[src/hw/rtl/bqd_pkg.sv]
// ----------------------------------------------------------------------------
// bqd_pkg: shared types and constants of the biquad filter
// Coefficient format, state word width, rounding points of the digit-serial
// products, register indexes and the sequencer encoding.
// ----------------------------------------------------------------------------
package bqd_pkg;

	// coefficient registers (signed Q3.28)
	localparam int COEF_W    = 32;
	localparam int CFG_IDX_W = 3;
	localparam int NUM_REGS  = 5;

	localparam logic [CFG_IDX_W-1:0] REG_A0 = 3'd0;
	localparam logic [CFG_IDX_W-1:0] REG_A1 = 3'd1;
	localparam logic [CFG_IDX_W-1:0] REG_A2 = 3'd2;
	localparam logic [CFG_IDX_W-1:0] REG_B1 = 3'd3;
	localparam logic [CFG_IDX_W-1:0] REG_B2 = 3'd4;

	// a0 resets to unity gain
	localparam logic signed [COEF_W-1:0] A0_RESET = 32'sh1000_0000;

	// state words: 48 bits, 16 fraction bits below the sample LSB
	localparam int ST_W   = 48;
	localparam int TERM_W = 52;   // a rounded product term
	localparam int SUM_W  = 54;   // sum of two terms and a state word

	localparam logic signed [ST_W-1:0] ST_MAX = {1'b0, {(ST_W-1){1'b1}}};
	localparam logic signed [ST_W-1:0] ST_MIN = {1'b1, {(ST_W-1){1'b0}}};

	// digit-serial multiplier lanes
	localparam int LANES     = 3;
	localparam int FB_LANES  = 2;
	localparam int DIG_W     = 4;
	localparam int NUM_DIG   = COEF_W / DIG_W;
	localparam int DIG_CNT_W = 3;
	localparam int PROD_W    = ST_W + DIG_W + 1;
	localparam int ACC_W     = 54;
	localparam int LOW_W     = COEF_W;

	localparam logic [DIG_CNT_W-1:0] LAST_DIG = DIG_CNT_W'(NUM_DIG - 1);

	// rounding: feed-forward to 16 fraction bits from 28, feedback from 44
	localparam int FF_SHIFT  = 12;
	localparam int FB_SHIFT  = 28;
	localparam int OUT_SHIFT = 16;
	localparam int OQ_W      = ST_W + 1 - OUT_SHIFT;

	localparam logic signed [ACC_W-1:0] RND_FF  = ACC_W'(64'd1 << (FF_SHIFT - 1));
	localparam logic signed [ACC_W-1:0] RND_FB  = ACC_W'(64'd1 << (FB_SHIFT - 1));
	localparam logic signed [ST_W:0]    RND_OUT = (ST_W + 1)'(64'd1 << (OUT_SHIFT - 1));

	// sequencer
	typedef enum logic [4:0] {
		ST_IDLE = 5'b00001,
		ST_MUL1 = 5'b00010,
		ST_YCAL = 5'b00100,
		ST_MUL2 = 5'b01000,
		ST_UPD  = 5'b10000
	} bqd_state_t;

	// clamp a wide sum into a state word
	function automatic logic signed [ST_W-1:0] sat_st(input logic signed [SUM_W-1:0] v);
		logic ovf;
		ovf = (v[SUM_W-1:ST_W-1] != {(SUM_W-ST_W+1){v[SUM_W-1]}});
		if (!ovf) begin
			return v[ST_W-1:0];
		end else if (v[SUM_W-1]) begin
			return ST_MIN;
		end else begin
			return ST_MAX;
		end
	endfunction

endpackage

[src/hw/rtl/biquad_tdf2_filter.sv]
// ----------------------------------------------------------------------------
// biquad_tdf2_filter: per-channel biquad IIR, transposed direct form II
// y = a0*x + s1; s1' = a1*x - b1*y + s2; s2' = a2*x - b2*y, with 48-bit
// saturating state and a rounded, saturated output sample.
// ----------------------------------------------------------------------------
//
//  channel  | dir | handshake                     | payload
//  ---------+-----+-------------------------------+-----------------------------
//  s_axis   | in  | s_axis_tvalid / s_axis_tready | tdata: sample_in, tuser: chan
//  m_axis   | out | m_axis_tvalid / m_axis_tready | tdata: sample_out, tuser: chan_out
//  cfg      | in  | cfg_wen (no back-pressure)    | cfg_index, cfg_data (coef a0..b2)
//
// Back to back an item runs the digit pass for a0/a1/a2*x (ST_MUL1), the step that
// forms y (ST_YCAL), the digit pass for b1/b2*y (ST_MUL2) and the update step
// (ST_UPD), in which the result is registered and the next request is taken.
// The passes run on three shared multiplier lanes, taking a coefficient 4 bits a cycle.
// Reset clears both delay words of every channel and restores the coefficients.
// If the output register is still full the update cycle holds until it drains.

module biquad_tdf2_filter
	import bqd_pkg::*;
#(
	parameter int CHANNELS    = 2,
	parameter int SAMPLE_BITS = 24
) (
	input  logic                                  clk,
	input  logic                                  arst_n,
	// coefficient writes
	input  logic                                  cfg_wen,
	input  logic [CFG_IDX_W-1:0]                  cfg_index,
	input  logic [COEF_W-1:0]                     cfg_data,
	// input samples
	input  logic                                  s_axis_tvalid,
	output logic                                  s_axis_tready,
	input  logic [((SAMPLE_BITS+7)/8)*8-1:0]      s_axis_tdata,  // sample_in
	input  logic                                  s_axis_tuser,  // chan
	// filtered samples
	output logic                                  m_axis_tvalid,
	input  logic                                  m_axis_tready,
	output logic [((SAMPLE_BITS+7)/8)*8-1:0]      m_axis_tdata,  // sample_out
	output logic                                  m_axis_tuser   // chan_out
);

	localparam int DATA_W = ((SAMPLE_BITS + 7) / 8) * 8;
	localparam int IDX_W  = (CHANNELS > 1) ? $clog2(CHANNELS) : 1;

	localparam logic signed [SAMPLE_BITS-1:0] OUT_MAX = {1'b0, {(SAMPLE_BITS-1){1'b1}}};
	localparam logic signed [SAMPLE_BITS-1:0] OUT_MIN = {1'b1, {(SAMPLE_BITS-1){1'b0}}};

	bqd_state_t                 st_q;
	logic [DIG_CNT_W-1:0]       dig_q;
	logic signed [COEF_W-1:0]   coef_q [NUM_REGS];
	logic signed [ST_W-1:0]     dly1_q [CHANNELS];
	logic signed [ST_W-1:0]     dly2_q [CHANNELS];

	logic [IDX_W-1:0]           idx_q;
	logic                       chan_q;
	logic signed [ST_W-1:0]     mcand_q;
	logic signed [ST_W-1:0]     y_q;
	logic signed [TERM_W-1:0]   t1_q;
	logic signed [TERM_W-1:0]   t2_q;
	logic signed [ACC_W-1:0]    acc_q [LANES];
	logic [LOW_W-1:0]           low_q [LANES];
	logic [COEF_W-1:0]          csh_q [LANES];

	logic                       m_tvalid_q;
	logic [DATA_W-1:0]          m_tdata_q;
	logic                       m_tuser_q;

	logic                       accept;
	logic                       out_free;
	logic                       lane_step;
	logic [IDX_W-1:0]           idx_in;
	logic signed [ST_W-1:0]     x_ext;
	logic signed [ST_W-1:0]     d1_rd;
	logic signed [ST_W-1:0]     d2_rd;
	logic signed [DIG_W:0]      dig5 [LANES];
	logic signed [PROD_W-1:0]   prod [LANES];
	logic signed [ACC_W-1:0]    lsum [LANES];
	logic signed [TERM_W-1:0]   ff_res [LANES];
	logic signed [TERM_W-1:0]   fb_res [FB_LANES];
	logic signed [ST_W-1:0]     y_sat;
	logic signed [ST_W-1:0]     s1_sat;
	logic signed [ST_W-1:0]     s2_sat;
	logic signed [ST_W:0]       y_rnd;
	logic signed [OQ_W-1:0]     y_int;
	logic [SAMPLE_BITS-1:0]     o_sample;

	// handshake
	assign out_free      = !m_tvalid_q || m_axis_tready;
	assign s_axis_tready = (st_q == ST_IDLE) || ((st_q == ST_UPD) && out_free);
	assign accept        = s_axis_tvalid && s_axis_tready;
	assign lane_step     = (st_q == ST_MUL1) || (st_q == ST_MUL2);

	assign m_axis_tvalid = m_tvalid_q;
	assign m_axis_tdata  = m_tdata_q;
	assign m_axis_tuser  = m_tuser_q;

	// channel select (chan modulo CHANNELS) and sample sign extension
	assign idx_in = (CHANNELS == 1) ? '0 : IDX_W'(s_axis_tuser);
	assign x_ext  = ST_W'($signed(s_axis_tdata[SAMPLE_BITS-1:0]));
	assign d1_rd  = dly1_q[idx_q];
	assign d2_rd  = dly2_q[idx_q];

	// multiplier lanes: one coefficient digit per cycle, LSB first;
	// the top digit is signed, the rest unsigned
	always_comb begin
		for (int l = 0; l < LANES; l++) begin
			if (dig_q == LAST_DIG) begin
				dig5[l] = {csh_q[l][DIG_W-1], csh_q[l][DIG_W-1:0]};
			end else begin
				dig5[l] = {1'b0, csh_q[l][DIG_W-1:0]};
			end
			prod[l]   = dig5[l] * mcand_q;
			lsum[l]   = acc_q[l] + ACC_W'(prod[l]);
			ff_res[l] = TERM_W'({acc_q[l], low_q[l][LOW_W-1:FF_SHIFT]});
		end
		for (int l = 0; l < FB_LANES; l++) begin
			fb_res[l] = TERM_W'({acc_q[l], low_q[l][LOW_W-1:FB_SHIFT]});
		end
	end

	// y and the new delay words
	assign y_sat  = sat_st(SUM_W'(ff_res[0]) + SUM_W'(d1_rd));
	assign s1_sat = sat_st(SUM_W'(t1_q) - SUM_W'(fb_res[0]) + SUM_W'(d2_rd));
	assign s2_sat = sat_st(SUM_W'(t2_q) - SUM_W'(fb_res[1]));

	// output: round y to an integer, clamp to the sample range
	assign y_rnd = {y_q[ST_W-1], y_q} + RND_OUT;
	assign y_int = y_rnd[ST_W:OUT_SHIFT];

	always_comb begin
		if (y_int[OQ_W-1:SAMPLE_BITS-1] == {(OQ_W-SAMPLE_BITS+1){y_int[OQ_W-1]}}) begin
			o_sample = y_int[SAMPLE_BITS-1:0];
		end else if (y_int[OQ_W-1]) begin
			o_sample = OUT_MIN;
		end else begin
			o_sample = OUT_MAX;
		end
	end

	// sequencer, coefficients, delay state, output valid
	always_ff @(posedge clk or negedge arst_n) begin
		if (!arst_n) begin
			st_q       <= ST_IDLE;
			dig_q      <= '0;
			m_tvalid_q <= 1'b0;
			for (int r = 0; r < NUM_REGS; r++) begin
				coef_q[r] <= (r == REG_A0) ? A0_RESET : '0;
			end
			for (int c = 0; c < CHANNELS; c++) begin
				dly1_q[c] <= '0;
				dly2_q[c] <= '0;
			end
		end else begin
			if (cfg_wen && (cfg_index <= REG_B2)) begin
				coef_q[cfg_index] <= cfg_data;
			end

			// drained result; a refill in the update cycle takes precedence
			if (m_tvalid_q && m_axis_tready && (st_q != ST_UPD)) begin
				m_tvalid_q <= 1'b0;
			end

			unique case (st_q)
				ST_IDLE: begin
					if (accept) begin
						st_q <= ST_MUL1;
					end
				end
				ST_MUL1: begin
					dig_q <= dig_q + 1'b1;
					if (dig_q == LAST_DIG) begin
						st_q <= ST_YCAL;
					end
				end
				ST_YCAL: begin
					st_q <= ST_MUL2;
				end
				ST_MUL2: begin
					dig_q <= dig_q + 1'b1;
					if (dig_q == LAST_DIG) begin
						st_q <= ST_UPD;
					end
				end
				ST_UPD: begin
					if (out_free) begin
						dly1_q[idx_q] <= s1_sat;
						dly2_q[idx_q] <= s2_sat;
						m_tvalid_q    <= 1'b1;
						st_q          <= accept ? ST_MUL1 : ST_IDLE;
					end
				end
				default: begin
					st_q <= ST_IDLE;
				end
			endcase
		end
	end

	// datapath registers
	always_ff @(posedge clk) begin
		// new request: load x into the lanes with a0, a1, a2
		if (accept) begin
			idx_q    <= idx_in;
			chan_q   <= s_axis_tuser;
			mcand_q  <= x_ext;
			csh_q[0] <= coef_q[REG_A0];
			csh_q[1] <= coef_q[REG_A1];
			csh_q[2] <= coef_q[REG_A2];
			for (int l = 0; l < LANES; l++) begin
				acc_q[l] <= RND_FF;
			end
		end

		// one digit step per lane
		if (lane_step) begin
			for (int l = 0; l < LANES; l++) begin
				acc_q[l] <= lsum[l] >>> DIG_W;
				low_q[l] <= {lsum[l][DIG_W-1:0], low_q[l][LOW_W-1:DIG_W]};
				csh_q[l] <= csh_q[l] >> DIG_W;
			end
		end

		// form y, keep the a1/a2 terms, reload the lanes with y and b1, b2
		if (st_q == ST_YCAL) begin
			y_q      <= y_sat;
			t1_q     <= ff_res[1];
			t2_q     <= ff_res[2];
			mcand_q  <= y_sat;
			csh_q[0] <= coef_q[REG_B1];
			csh_q[1] <= coef_q[REG_B2];
			csh_q[2] <= '0;
			for (int l = 0; l < LANES; l++) begin
				acc_q[l] <= RND_FB;
			end
		end

		// output register
		if ((st_q == ST_UPD) && out_free) begin
			m_tdata_q <= DATA_W'(o_sample);
			m_tuser_q <= chan_q;
		end
	end

	// checks
	a_mul1_len: assert property (@(posedge clk) disable iff (!arst_n)
		(st_q == ST_MUL1 && dig_q == LAST_DIG) |=> (st_q == ST_YCAL))
		else $error("first product pass did not end after the last digit");

	a_accept_start: assert property (@(posedge clk) disable iff (!arst_n)
		(s_axis_tvalid && s_axis_tready) |=> (st_q == ST_MUL1 && dig_q == '0))
		else $error("accepted request did not start the digit sequence");

	a_upd_hold: assert property (@(posedge clk) disable iff (!arst_n)
		(st_q == ST_UPD && m_tvalid_q && !m_axis_tready) |=> (st_q == ST_UPD && m_tvalid_q))
		else $error("update left while the output register was full");

	a_dig_rest: assert property (@(posedge clk) disable iff (!arst_n)
		(st_q == ST_IDLE || st_q == ST_YCAL || st_q == ST_UPD) |-> (dig_q == '0))
		else $error("digit counter not at zero outside a product pass");

endmodule
[config.mk]
export PLATFORM = sky130hd
export DESIGN_NAME = biquad_tdf2_filter
export DESIGN_NICKNAME = d
export VERILOG_FILES = /design/src/hw/rtl/bqd_pkg.sv /design/src/hw/rtl/biquad_tdf2_filter.sv
export SDC_FILE = /design/constraint.sdc
export NUM_CORES = 2
export LEC_CHECK = 0
export ABC_AREA = 1
export ABC_CLOCK_PERIOD_IN_PS = 13900
export BUFFER_PORTS_ARGS = -buffer_cell sky130_fd_sc_hd__buf_2
export CORE_MARGIN = 4
export CORE_UTILIZATION = 35
export DETAILED_ROUTE_END_ITERATION = 7
export PLACE_DENSITY = 0.59
export SLEW_MARGIN = 10
export SYNTH_ARGS = -nofsm -noshare
export SYNTH_HDL_FRONTEND = slang
export SYNTH_SLANG_ARGS = --single-unit
[constraint.sdc]
create_clock -name clk -period 13.9 [get_ports clk]
set_input_delay 2.085 -clock clk [delete_from_list [all_inputs] [get_ports clk]]
set_output_delay 2.085 -clock clk [all_outputs]
set_load 0.005 [all_outputs]
[After elaboration in Yosys (flattened, before gate mapping)]
Memories as Yosys holds them, arrays and structs flattened.
Cells that the tools add are included.
Word-level totals
  register bits: 587
  RAM bits: 354
  input port bits: 65
  word-level logic and storage cells: 136
  memories: 3
Memories
  acc_q: words 3, width 54, read ports 3, clocked after memory_dff 0, write ports 3, line biquad_tdf2_filter.sv:62  | logic signed [ACC_W-1:0] acc_q [LANES];
  csh_q: words 3, width 32, read ports 3, clocked after memory_dff 0, write ports 3, line biquad_tdf2_filter.sv:64  | logic [COEF_W-1:0] csh_q [LANES];
  low_q: words 3, width 32, read ports 3, clocked after memory_dff 0, write ports 3, line biquad_tdf2_filter.sv:63  | logic [LOW_W-1:0] low_q [LANES];
Operators by class
  add/subtract/negate cells: 9
  $mul: 3
  order comparisons: 5
  eq/ne operators: 15
  multiplexer cells: 53
  bitwise logic cells: 14
  reduce and logical (&&, ||, !) cells: 15
Operators with widths (number)
  $mux W48: 15
  $mux W54: 6
  $mux W32: 7
  $bwmux W96: 2
  $add A54 B53 Y54: 3
  $bwmux W160: 1
  $mul A5 B48 Y53: 3
  $sub A52 B52 Y53: 2
  $demux W32 S3: 1
  $add A53 B48 Y54: 1
  $add A52 B48 Y53: 1
  $add A48 B17 Y49 const B: 1
  $demux W48 S1: 1
  $mux W24: 2
  $mux W5: 7
  $pmux W5 S5: 1
  $ne A6 B6 Y1: 3
  $or A1 B1 Y1: 12
  $eq A9 B9 Y1: 1
  $mux W1: 9
  $logic_and A1 B1 Y1: 7
  $eq A5 B1 Y1 const B: 1
  $eq A5 B2 Y1 const B: 1
  $eq A5 B3 Y1 const B: 1
  other kinds (21): 25

[Logic depth before layout (Yosys ltp)]
  word-level depth: 9
  depth in mapped cells: 29
  depth with buffers taken out: 27

[Worst setup path after synthesis]
OpenSTA, ideal clock, no wires.
  path kind: input to register
  from: in m_axis_tready
  to: mem acc_q[0][0] (enable)
  setup time: 2506 ps
  data arrival time: 8586 ps
  data required time: 11394 ps
  path slack: 2809 ps
  stages on the path: 5
  buffers on the path: 0
  path through: nor2_1 -> nor2_1 -> or2_2 -> nand2_1 -> nand3_1
RTL lines
  start, declared: line biquad_tdf2_filter.sv:39  | input logic m_axis_tready,
  end, declared: line biquad_tdf2_filter.sv:62

==> results.cfg <==
[run_status]
status = finished clean

[hold_path]
min_path_type = flop to flop

[die]
start_util = 0.3530
boundaryPins = 92
die_w_um = 487.9
die_ar_um2 = 238100
floorplan.die.height_um = 487.9
placementRows = 175
floorplan.core_area_um2 = 228400

[timing]
tightestPinTransition_ns = 1.217
rsz0062_at_grt = false
drv_slew = 0
worst_clock_skew_ns = 0.06251
number_of_failing_hold_endpoints_at_the_final_stage = 0
maxSlewHeadroom = 0.1888
setup_viol_count_final = 0
max_clock_freq_ghz = 0.1462
final.setup.worst_slack_ns = 7.062
period_needed_ns = 6.838
finalSetupTns_ns = 0
min_period_over_period = 0.4920

[clock_tree]
clock-root-buffer = clkbuf_16
clk-insertion-delay-late_ns = 0.79
post-cts-setup-buffer-count = 0
cts_hold_buf = 0
cts_made_buffers = 107
clk_pin_slew_ns = 0.06
number_of_h_tree_branching_levels = 3
clock_path_buffers = 3
cts.sink_count = 878
cts_tree = yes
cts.repair.resized = 0

[placement]
io_buffers = 91
place_congestion = 0.9808
place_hpwl_um = 212200
preCtsSetupSlack_ns = 6.999

[worst_setup_path]
endpoint = acc_q[0][143]
critical_path.slowest_cell = fa_1
worst_setup_path_start_kind = flop
worstSetupPathDepth = 23
worst-setup-path-type = flop to flop
regToRegEndpoint = acc_q[0][143]
cp_data_arrival_time_ns = 7.37
path_delay_family = adder cells
setup.worst_path.start = dig_q[0]
worst_r2r_path_depth = 23
cpPeakStageDelay_ns = 0.52
rr_startpoint = dig_q[0]
endpoint_kind = flop
crit_path_cell_trace = ha_1 > ha_1 > nand2_1 > buf_4 > inv_1 > fa_1 > inv_1 > fa_1 > fa_1 > inv_1 > fa_1 > inv_1 > fa_1 > inv_1 > nand3_1 > nand2_1 > a21oi_1 > o21ai_0 > a21oi_1 > o21ai_0 > a21oi_1 > o21ai_0 > a21oi_1
worst-path-buf-inv = 6
timing.reg2reg.setup_slack_ns = 7.06
cp.required_ns = 14.43
maximum_fanout_encountered_on_the_critical_timing_path = 38

[global_routing]
antenna_violations_before_repair = 13
gr-usage-all-layers = 0.2315
global_route.overflow_total = 0
grt_max_degree = 164
grt_pass1_vias = 68150
grt_first_pass_wirelength_um = 419300

[synthesis]
postSynthNetCount = 11760
synth-edff-count = 517
netlist_instances = 10570
synth_largest_type_area_fraction = 0.1926
ys.warnings.count = 0
netlist-cell-type-count = 54
yosys_register_bits = 878
yosys_most_used_dff = edfxtp_1
synth-async-reset-ratio = 0.4112
seq_total_area_yosys = 0.3047
synthesis.area_um2 = 80620
ys_top_cells_by_area = edfxtp_1 19%, fa_1 16%, nand2_1 14%
synth.avg_cell_area_um2 = 7.629
yosysTopAreaCell = edfxtp_1

[drt]
detail_route.vias_per_cell = 4.925
drt-total-wl_um = 274600
ant_nets = 0
detail_route.wl_per_cell_um = 20.14
drc = 0
routed-via-count = 67150
drt_first_iter_violations = 6143
detailedRoute.firstPassIterationCount = 6

[cells_and_area]
drive_gt1_frac = 0.05658
synthToLayoutAreaGrowth_pct = 9.059
layout.filler_cells = 23750
num-nets-final = 11720

[run]
max_cap_viol_count = 0
cells by family after synthesis:
family                     share of synthesized area
buffers and inverters                         0.1297
and+or+nand+nor                               0.2216
DFF                                           0.3047
adders and majority gates                     0.2350
xor gates and xnor gates                     0.02021
AOI/OAI and AO/OA                            0.08296
muxes                                       0.005960
how the worst min path moves through the flow:
stage	cells past startpoint	from	endpoint	slack, ns
final	0	low_q[0][79]	t2_q[3]	0.39
after detailed placement	0	low_q[0][45]	t1_q[1]	0.40
after global placement	0	low_q[0][76]	t2_q[0]	0.41
after floorplan	0	low_q[0][44]	t1_q[0]	0.40
after global routing	0	low_q[0][79]	t2_q[3]	0.40
after CTS	0	low_q[0][79]	t2_q[3]	0.39
flip-flops by register name, summed over array words and instances (netlist names):
| register | cells |
|---|---|
| m_axis_tdata | 24 |
| y_q | 33 |
| t1_q | 52 |
| dly2_q | 96 |
| chan_q | 1 |
| dly1_q | 96 |
| st_q | 5 |
| low_q | 60 |
| acc_q | 150 |
| m_axis_tvalid | 1 |
| t2_q | 52 |
| mcand_q | 48 |
| m_axis_tuser | 1 |
| csh_q | 96 |
| coef_q | 160 |
| dig_q | 3 |
cells in the final DEF (no fill, tap or decap), drive strengths merged, types with 25 or more instances in the layout:
cell type | synthesis | layout
clkbuf | 224 | 145
ha | 482 | 482
nor2 | 708 | 708
xnor2 | 84 | 84
o21ai | 466 | 466
a21o | 25 | 25
a31oi | 78 | 78
dfrtp | 359 | 359
buf | 98 | 174
a21oi | 533 | 533
nand4 | 69 | 69
a22oi | 33 | 33
xor2 | 102 | 102
edfxtp | 517 | 517
mux2i | 48 | 48
o21a | 32 | 32
fa | 645 | 645
nor3 | 66 | 66
inv | 2382 | 2397
nand2 | 3172 | 3172
nand3 | 331 | 331
clkinv | 5 | 35
o21bai | 32 | 32
cell usage after synthesis (33+ instances only):
| master | number |
|---|---|
| nor3_1 | 54 |
| dfrtp_1 | 359 |
| a31oi_1 | 78 |
| nand2_2 | 114 |
| a21oi_1 | 530 |
| nor2_1 | 678 |
| buf_1 | 39 |
| fa_1 | 645 |
| edfxtp_1 | 517 |
| mux2i_1 | 48 |
| xnor2_1 | 84 |
| nand2_1 | 3058 |
| inv_1 | 2351 |
| ha_1 | 482 |
| a22oi_1 | 33 |
| clkbuf_1 | 224 |
| o21ai_0 | 461 |
| nand3_1 | 299 |
| xor2_1 | 102 |
| nand4_1 | 69 |
area by class of cell:
cell class              count  area (um2)  area share
repair buffers            174        1114     0.01267
flip-flops and latches    878       24560      0.2794
clock inverters            58       750.7    0.008539
inverters                2387        8965      0.1020
clock buffers             145        3057     0.03477
multi-input cells        6980       45700      0.5198
well taps                3009        3765     0.04282
diodes                      4       10.01   0.0001138
stage by stage:
step	cell area (um2)	hold WS (ns)	utilization	cells
after floorplan	80620	0.4003	-	10570
after global placement	84100	0.4053	0.3683	13430
after detailed placement	84100	0.4045	0.3683	13430
after CTS	87910	0.3896	0.3849	13630
after global routing	87910	0.3964	0.3849	13630
final	87920	0.3902	0.3850	13640
routing by layer:
layer	track usage	up-vias	wire [um]
met3	0.03320	442	18470
met5	0	-	77
li1	-	32260	-
met2	0.3717	2202	123900
met4	0.1025	10	14220
met1	0.3105	32240	117900
Power is not shown: default switching activity piles up to over one toggle a cycle in this logic, so the estimate is an artifact.
